**config.mk**
```make
export PLATFORM = sky130hd
export DESIGN_NAME = capture_period_moving_average
export DESIGN_NICKNAME = d
export VERILOG_FILES = /design/src/sv/cpma_pkg.sv /design/src/sv/capture_period_moving_average.sv /design/src/sv/cpma_cdiv.sv
export SDC_FILE = /design/constraint.sdc
export NUM_CORES = 1
export LEC_CHECK = 0
export BUFFER_PORTS_ARGS = -buffer_cell sky130_fd_sc_hd__buf_4
export CORE_UTILIZATION = 45
export CTS_BUF_LIST = sky130_fd_sc_hd__clkbuf_2
export CTS_CLUSTER_DIAMETER = 100
export DETAILED_ROUTE_END_ITERATION = 8
export PLACE_DENSITY = 0.58
export SYNTH_ARGS = -nofsm -noshare
export SYNTH_HDL_FRONTEND = slang
export SYNTH_SLANG_ARGS = --single-unit
export TNS_END_PERCENT = 10
```
**constraint.sdc**
```tcl
create_clock -name clk -period 7.8 [get_ports clk]
set_input_delay 0.39 -clock clk [delete_from_list [all_inputs] [get_ports clk]]
set_output_delay 0.39 -clock clk [all_outputs]
set_load 0.01 [all_outputs]
```
**src/sv/cpma_pkg.sv**
```systemverilog
// Shared types and constants for the capture period moving average block.
package cpma_pkg;

  localparam int unsigned CAPTURE_W = 16;
  localparam int unsigned OUT_DATA_W = 40;

  typedef logic [CAPTURE_W-1:0] tick_t;

  // Result item fields, highest bit first.
  typedef struct packed {
    logic [OUT_DATA_W-CAPTURE_W-CAPTURE_W-2:0] pad;
    logic                                      average_valid;
    tick_t                                     average_period;
    tick_t                                     period;
  } result_t;

endpackage

```
**src/sv/capture_period_moving_average.sv**
```systemverilog
// Top level: edge period measurement with a moving average over a ring of periods.
//
// Input channel s_*: one item per captured rising edge, the 16-bit timer value.
// Output channel m_*: exactly one item per input item, in order, carrying the
// period since the previous capture (modulo 2^16), the truncated mean of the
// last WINDOW periods and a flag that goes high once WINDOW periods have been
// seen. Until then the mean reads zero. The first period is taken from zero.
//
// One item is taken every cycle unless the output is stalled: the ring
// sits in a single-port memory with one registered read, each entry is read and
// overwritten in the cycle the item is accepted, and the running total is
// updated from the registered read data. The divide by WINDOW is a reciprocal
// multiply in stage 3 and a one-step correction ahead of the stage 4 register.
//
// Reset (rst, synchronous) clears the capture history, total, ring position
// and fill flag; ring entries need no clearing since an entry is subtracted
// only after the window has filled. When m_tready is low, results hold in the
// output register and the pipeline keeps taking items until each stage is full.
module capture_period_moving_average #(
  parameter int unsigned WINDOW = 10
) (
  input  logic                            clk,
  input  logic                            rst,
  input  logic                            s_tvalid,
  output logic                            s_tready,
  input  logic [cpma_pkg::CAPTURE_W-1:0]  s_tdata,  // [15:0] capture_value
  output logic                            m_tvalid,
  input  logic                            m_tready,
  output logic [cpma_pkg::OUT_DATA_W-1:0] m_tdata   // [15:0] period,
                                                    // [31:16] average_period,
                                                    // [32] average_valid, [39:33] zero
);
  import cpma_pkg::*;

  localparam int unsigned POS_W = $clog2(WINDOW);
  localparam int unsigned TOTAL_W = CAPTURE_W + $clog2(WINDOW);
  localparam logic [POS_W-1:0] LAST_POS = POS_W'(WINDOW - 1);
  localparam logic [TOTAL_W-1:0] TOTAL_MAX = TOTAL_W'(WINDOW * ((1 << CAPTURE_W) - 1));

  tick_t ring [WINDOW];

  // Accept-side state.
  tick_t             previous_capture;
  logic [POS_W-1:0]  ring_position;
  logic              window_filled;
  logic              accept;
  tick_t             period_new;

  // Stage 1: ring read data.
  logic  v1, f1, old_valid1;
  tick_t period1, old1;
  // Stage 2: running total.
  logic  v2, f2;
  tick_t period2;
  logic [TOTAL_W-1:0] running_total;
  // Stage 3: product in the divider.
  logic  v3, f3;
  tick_t period3;
  tick_t quotient;
  // Stage 4: output register.
  logic    v4;
  result_t result;

  logic rdy1, rdy2, rdy3, rdy4;

  assign rdy4 = !v4 || m_tready;
  assign rdy3 = !v3 || rdy4;
  assign rdy2 = !v2 || rdy3;
  assign rdy1 = !v1 || rdy2;
  assign s_tready = rdy1;
  assign accept = s_tvalid && s_tready;
  assign period_new = s_tdata - previous_capture;

  always_ff @(posedge clk) begin
    if (rst) begin
      previous_capture <= '0;
      ring_position    <= '0;
      window_filled    <= 1'b0;
    end else if (accept) begin
      previous_capture <= s_tdata;
      if (ring_position == LAST_POS) begin
        ring_position <= '0;
        window_filled <= 1'b1;
      end else begin
        ring_position <= ring_position + POS_W'(1);
      end
    end
  end

  // Read-before-write ring access.
  always_ff @(posedge clk) begin
    if (accept) begin
      old1                <= ring[ring_position];
      ring[ring_position] <= period_new;
      period1             <= period_new;
      old_valid1          <= window_filled;
      f1                  <= window_filled || (ring_position == LAST_POS);
    end
  end

  always_ff @(posedge clk) begin
    if (rst) begin
      v1 <= 1'b0;
      v2 <= 1'b0;
      v3 <= 1'b0;
      v4 <= 1'b0;
      running_total <= '0;
    end else begin
      if (rdy1) begin
        v1 <= accept;
      end
      if (rdy2) begin
        v2 <= v1;
        if (v1) begin
          running_total <= running_total - (old_valid1 ? TOTAL_W'(old1) : '0)
                           + TOTAL_W'(period1);
        end
      end
      if (rdy3) begin
        v3 <= v2;
      end
      if (rdy4) begin
        v4 <= v3;
      end
    end
  end

  always_ff @(posedge clk) begin
    if (rdy2 && v1) begin
      period2 <= period1;
      f2      <= f1;
    end
    if (rdy3 && v2) begin
      period3 <= period2;
      f3      <= f2;
    end
    if (rdy4 && v3) begin
      result.pad            <= '0;
      result.period         <= period3;
      result.average_period <= f3 ? quotient : '0;
      result.average_valid  <= f3;
    end
  end

  cpma_cdiv #(
    .WINDOW (WINDOW),
    .TOTAL_W(TOTAL_W)
  ) u_cdiv (
    .clk     (clk),
    .load    (rdy3 && v2),
    .dividend(running_total),
    .quotient(quotient)
  );

  assign m_tvalid = v4;
  assign m_tdata  = result;

  a_total_range: assert property (@(posedge clk) disable iff (rst)
    running_total <= TOTAL_MAX)
    else $error("running total beyond window maximum");

  a_pos_range: assert property (@(posedge clk) disable iff (rst)
    ring_position <= LAST_POS)
    else $error("ring position out of range");

  a_fill_sticky: assert property (@(posedge clk) disable iff (rst)
    window_filled |=> window_filled)
    else $error("fill flag dropped");

  a_avg_zero: assert property (@(posedge clk) disable iff (rst)
    (m_tvalid && !result.average_valid) |-> (result.average_period == '0))
    else $error("average non-zero before window filled");

  a_wrap_fills: assert property (@(posedge clk) disable iff (rst)
    (accept && ring_position == LAST_POS) |=> window_filled)
    else $error("ring wrap did not set fill flag");

endmodule

```
**src/sv/cpma_cdiv.sv**
```systemverilog
// Two-step divide by the window length: reciprocal multiply, then one correction.
module cpma_cdiv #(
  parameter int unsigned WINDOW = 10,
  parameter int unsigned TOTAL_W = 20
) (
  input  logic                           clk,
  input  logic                           load,
  input  logic [TOTAL_W-1:0]             dividend,
  output logic [cpma_pkg::CAPTURE_W-1:0] quotient
);
  import cpma_pkg::*;

  localparam logic [TOTAL_W-1:0] RECIP = TOTAL_W'((64'd1 << TOTAL_W) / WINDOW);
  localparam logic [TOTAL_W-1:0] DIVISOR = TOTAL_W'(WINDOW);

  logic [2*TOTAL_W-1:0] product;
  logic [TOTAL_W-1:0]   dividend_q;
  tick_t                q_est;
  logic [TOTAL_W-1:0]   remainder;

  always_ff @(posedge clk) begin
    if (load) begin
      product    <= dividend * RECIP;
      dividend_q <= dividend;
    end
  end

  // Estimate is low by at most one.
  always_comb begin
    q_est     = CAPTURE_W'(product[2*TOTAL_W-1:TOTAL_W]);
    remainder = dividend_q - TOTAL_W'(TOTAL_W'(q_est) * DIVISOR);
    quotient  = (remainder >= DIVISOR) ? q_est + tick_t'(1) : q_est;
  end

endmodule

```
* After elaboration in Yosys (flattened, before gate mapping)
Memory sizes are Yosys's and may differ from the RTL's. A register that Yosys moved wholly into a read port is not among the register bits.
Cells that the tools add are included.
W data, S select, Z words.
** Storage, ports and cells
- Flip-flop bits (word level) :: 186
- Bits in writable memories :: 160
- Output and inout port bits :: 42
- Word-level logic and storage cells :: 51
- Memories kept :: 1
** Operators by class
- Add/sub/neg operators :: 6
- Multipliers :: 2
- $lt $le $gt $ge :: 1
- Eq/ne operators :: 1
- Multiplexer cells :: 5
- Reduce and logical (&&, ||, !) cells :: 15
** Memories
- ring :: depth 10, bits a word 16, rd ports 1, clocked after Yosys merged registers in 1, write ports 1, line capture_period_moving_average.sv:40 : tick_t ring [WINDOW];
** Operator list (number)
- $mul A20 B17 Y36 const B :: 1
- $mux W16 :: 2
- $add A20 B16 Y20 :: 1
- $ge A20 B4 Y1 const B :: 1
- $sub A20 B16 Y20 :: 1
- $sub A20 B20 Y20 :: 1
- $mul A16 B3 Y19 const B :: 1
- $add A16 B1 Y16 const B :: 1
- $sub A16 B16 Y16 :: 1
- $logic_or A1 B1 Y1 :: 5
- $add A4 B1 Y4 const B :: 1
- $eq A4 B4 Y1 const B :: 1
- $logic_and A1 B1 Y1 :: 4
- $logic_not A1 Y1 :: 4
- $mux W4 :: 1
- $reduce_and A2 Y1 :: 2
- $mux W1 :: 2

* Logic depth before layout (Yosys ltp)
- Depth after elaboration :: 8
- Mapped depth :: 24

* Cells and area by module
A second synthesis with hierarchy kept.
** Second synthesis, totals
- Cells, all modules :: 1801
- Area, all modules :: 21729.6 µm²
** Modules (own cells, without submodules)
- capture_period_moving_average :: instances 1, cells each 961, area each 13362.8 µm², sequential area each 8738.4 µm²
- cpma_cdiv :: instances 1, cells each 840, area each 8366.8 µm², sequential area each 1051.0 µm²

* Worst setup path before layout
OpenSTA, ideal clock, no wires.
- Kind :: reg-to-reg
- From :: register running_total[2]
- To :: register u_cdiv.product[34] (data pin)
- Setup time :: 158 ps
- Data arrival time :: 5491 ps
- Data required time :: 7642 ps
- Slack :: 2151 ps
- Cell stages (with the launch flop) :: 21
- Buffers on the path :: 0
- Clock period less this slack :: 5649 ps
- Cells stage by stage :: dfxtp_1 -> ha_1 -> fa_1 -> inv_1 -> fa_1 -> inv_1 -> fa_1 -> fa_1 -> inv_1 -> fa_1 -> inv_1 -> ha_1 -> a2111oi_0 -> nand2_1 -> o21ai_1 -> a211oi_1 -> o21ai_1 -> a211oi_1 -> o41ai_2 -> or4b_1 -> o211ai_1
** Between the ends
- Longest elaborated chain between the ends :: 1
** Ends and longest elaborated chain
- start, declared :: line capture_period_moving_average.sv:55 : logic [TOTAL_W-1:0] running_total;
- start signal, assigned :: line capture_period_moving_average.sv:115 : running_total <= running_total - (old_valid1 ? TOTAL_W'(old1) : '0)
- $mul A20 B17 Y36 :: line cpma_cdiv.sv:23 : product <= dividend * RECIP;
- end signal, assigned :: line cpma_cdiv.sv:23
- end, declared :: line cpma_cdiv.sv:16 : logic [2*TOTAL_W-1:0] product;
No other way between the ends.
A chain may end at the register's enable or synchronous reset.

* Worst setup path in the final report
- From :: register running_total[5]
- To :: register u_cdiv.product[35] (data pin)
Same word-level chain as after synthesis.

==> run_results.csv <==
group,metric,value,unit
route,vias,14000,
hold_path,min_path_type,"in -> reg",
floorplanning,die_area,49200,µm²
timing,max_slew_margin,24.3,%
finish,area_growth,11.1,%
power,power_density,413,nW/µm²
timing,setup_viol,0,
floorplanning,start_util,45.6,%
timing,rsz0062_at_grt,"no",
grt,grt-ovfl-total,0,
timing,min_period,6.49,ns
power,intPower,5.36,mW
floorplanning,core,47700,µm²
cts,root_buffer,"clkbuf_2",
finish,layout_commonest_cell,"inv_1",
cts,cts_resized,0,
synthesis,post_synth_num_cell_types,74,
cts,cts_buffers,91,
cts,insertion_delay,1.05,ns
power,p_clk_share,12.9,%
cts,h-tree-depth,3,
power,seqPwrFrac,24.5,%
worst_setup_path,r2r-end,"u_cdiv.product[35]",
timing,skew,0.0785,ns
synthesis,synth_seq_cells,341,
status,status,"finished clean",
worst_setup_path,cp-startpoint,"running_total[5]",
placed_design,io_buffers,54,
route,drtPass1Iterations,5,
route,vias_per_cell,5.21,
finish,final_cells,2682,
worst_setup_path,start_kind,"register",
finish,layout-drive-gt1-share,12.8,%
timing,hold_viol_final,0,
timing,finalCritPeriodShare,83.2,%
route,ant_nets,0,
job,drv_cap,0,
grt,grt_max_degree,57,
floorplanning,die_y,222,µm
cts,cts.sinks,341,
power,switchingPower,4.63,mW
worst_setup_path,crit_fanout,7,
worst_setup_path,worstPathArrival,7.21,ns
cts,post_cts_buffers,0,
timing,worst_pin_slew,1.13,ns
worst_setup_path,crit_path_end_kind,"register",
timing,fin_setup_tns,0,ns
finish,final_util,50.6,%
cts,cts_tree,"built",
finish,final_nets,2355,
power,combPwrFrac,62.6,%
floorplanning,rows,80,
power,switching_share,46.3,%
grt,grt_pass1_wl,78.0,mm
power,p_leak,10.2,nW
synthesis,yosys_warnings,0,
worst_setup_path,rrSetupSlack,1.31,ns
cts,cts_max_path_buffers,3,
synthesis,syn_area,21700,µm²
grt,grt_usage,20.7,%
route,drtIter0Drc,724,
synthesis,ys.flop_type,"edfxtp_1",
synthesis,synthCells,1830,
timing,fmax,0.154,GHz
placed_design,place_ws,1.28,ns
cts,holdBufCountCts,37,
finish,mostFrequentLayoutCells,"inv_1, edfxtp_1, ha_1, fa_1, clkbuf_2",
cts,cts.clk_slew.worst_paths,0.10,ns
grt,antenna_found_initial,2,
power,ir_drop,0.000222,V
worst_setup_path,timing.critical_path.to,"u_cdiv.product[35]",
worst_setup_path,required,8.52,ns
route,wl,49.3,mm
placed_design,gp_congestion,0.881,
worst_setup_path,slowest_stage,"o41ai_1",
worst_setup_path,critPathKind,"reg -> reg",
placed_design,hpwlAfterDp,36.9,mm
placed_design,dp.cells,2471,
floorplanning,fp.dieW,222,µm
worst_setup_path,worstPathCellList,"ha_1 -> fa_1 -> inv_1 -> fa_1 -> inv_1 -> fa_1 -> fa_1 -> inv_1 -> fa_1 -> inv_1 -> ha_1 -> a2111oi_0 -> nand2_1 -> o21ai_1 -> a211oi_1 -> o41ai_1 -> o21ai_0 -> a21oi_1 -> o41ai_1 -> xnor2_1",
worst_setup_path,cp_common_cell,"fa_1",
worst_setup_path,r2r-start,"running_total[5]",
synthesis,synthArstFlopShare,0,%
worst_setup_path,slowest_delay,0.63,ns
timing,worst_slack,1.31,ns
floorplanning,io_pins,62,
worst_setup_path,reg2reg_depth,20,
finish,fillers,4272,
synthesis,syn_avg_cell_area,11.9,µm²
timing,report.final.slew_viol_count,0,
route,drc,0,
grt,grt_pass1_vias,14800,
route,routedWlPerCell,18.4,µm
synthesis,synth-edff-count,296,
synthesis,seq_area_frac_synth,45.0,%
## per-stage QoR
stage               hold WS, ns  power, mW  instance area [µm²]
finish                    0.394       9.99                24200
global route              0.298       11.0                24200
CTS                       0.225       10.1                24200
detailed placement        0.405       8.75                22900
global placement          0.404       8.74                22900
floorplan                 0.400       7.15                21800
## layout make-up
type / instances / area [µm²] / share of cell area [%]
antenna: 2 / 5.00 / 0.0207
clock buffer: 122 / 611 / 2.53
timing repair buffer: 107 / 896 / 3.71
inverter: 324 / 1220 / 5.03
multi-input combinational: 1121 / 10600 / 43.9
sequential: 341 / 9790 / 40.5
clock inverter: 50 / 267 / 1.10
tap: 615 / 769 / 3.18
## logic make-up after synthesis
kind of cell             count (synthesis)  share of synthesized area, %
adder cells (fa/ha/maj)                349                          24.5
AO/OA/AOI/OAI                          288                          8.66
XOR/XNOR                                64                          2.58
AND/OR/NAND/NOR                        358                          8.18
buffers and inverters                  374                          6.71
flip-flops                             341                          45.0
other                                    1                        0.0172
multiplexers                            55                          4.38
## worst max-delay path: cells and delay by family (launching register included)
| kind | cells | cell delay (ns) |
|---|---|---|
| and+or+nand+nor | 1 | 0.08 |
| buffers and inverters | 4 | 0.21 |
| adders and majority gates | 7 | 3.21 |
| xor gates and xnor gates | 1 | 0.14 |
| DFF | 1 | 0.49 |
| AOI/OAI and AO/OA | 7 | 2.07 |
## cells in the mapped netlist, types with 11 or more instances
cell | instances | area (µm²)
inv_1 | 322 | 1210
edfxtp_1 | 296 | 8890
ha_1 | 222 | 2780
fa_1 | 127 | 2540
a21oi_1 | 100 | 500
nand2_1 | 96 | 360
nor2_1 | 72 | 270
xnor2_1 | 46 | 403
dfxtp_1 | 45 | 901
o21ai_0 | 40 | 200
nand3_1 | 34 | 170
nor2b_1 | 33 | 206
mux4_2 | 32 | 721
a211oi_1 | 31 | 233
clkbuf_1 | 28 | 105
nor3_1 | 23 | 115
mux2i_1 | 22 | 220
and2_1 | 19 | 119
or3_1 | 19 | 119
xor2_1 | 18 | 158
nand2b_1 | 16 | 100
a21o_1 | 15 | 113
nand4_1 | 12 | 75.1
o21a_1 | 11 | 82.6
## flip-flops by register name, indices dropped and copies added (netlist names), 4 cells and up
signal,cells
m_tdata,33
old1,16
period1,16
period2,16
period3,16
previous_capture,16
ring,160
ring_position,4
running_total,20
u_cdiv.dividend_q,19
u_cdiv.product,16
## power groups by stage
stage | logic [mW] | registers [mW] | clock network [mW]
6_report | 6.26 | 2.44 | 1.29
5_1_grt | 7.14 | 2.47 | 1.43
4_1_cts | 6.34 | 2.45 | 1.34
3_5_place_dp | 6.27 | 2.49 | 0
3_3_place_gp | 6.25 | 2.48 | 0
2_1_floorplan | 4.75 | 2.40 | 0
## worst min path at each step
stage,start,end,slack (ns),depth (start not counted)
5_1_grt,rst,ring_position[1],0.30,3
4_1_cts,m_tready,v2,0.23,5
3_5_place_dp,period2[1],period3[1],0.40,0
6_report,m_tready,v2,0.39,5
3_3_place_gp,period3[8],m_tdata[8],0.40,0
2_1_floorplan,f1,f2,0.40,0
## routing by layer
layer  GRT usage [%]  vias up  wire [µm]
met4            8.78        0       1730
li1                -     6786          -
met3            3.84       98       1620
met1            23.2     6851      19800
met2            38.2      235      26200
met5               0        -          0
Note: power is estimated with default switching activity, not from simulation.
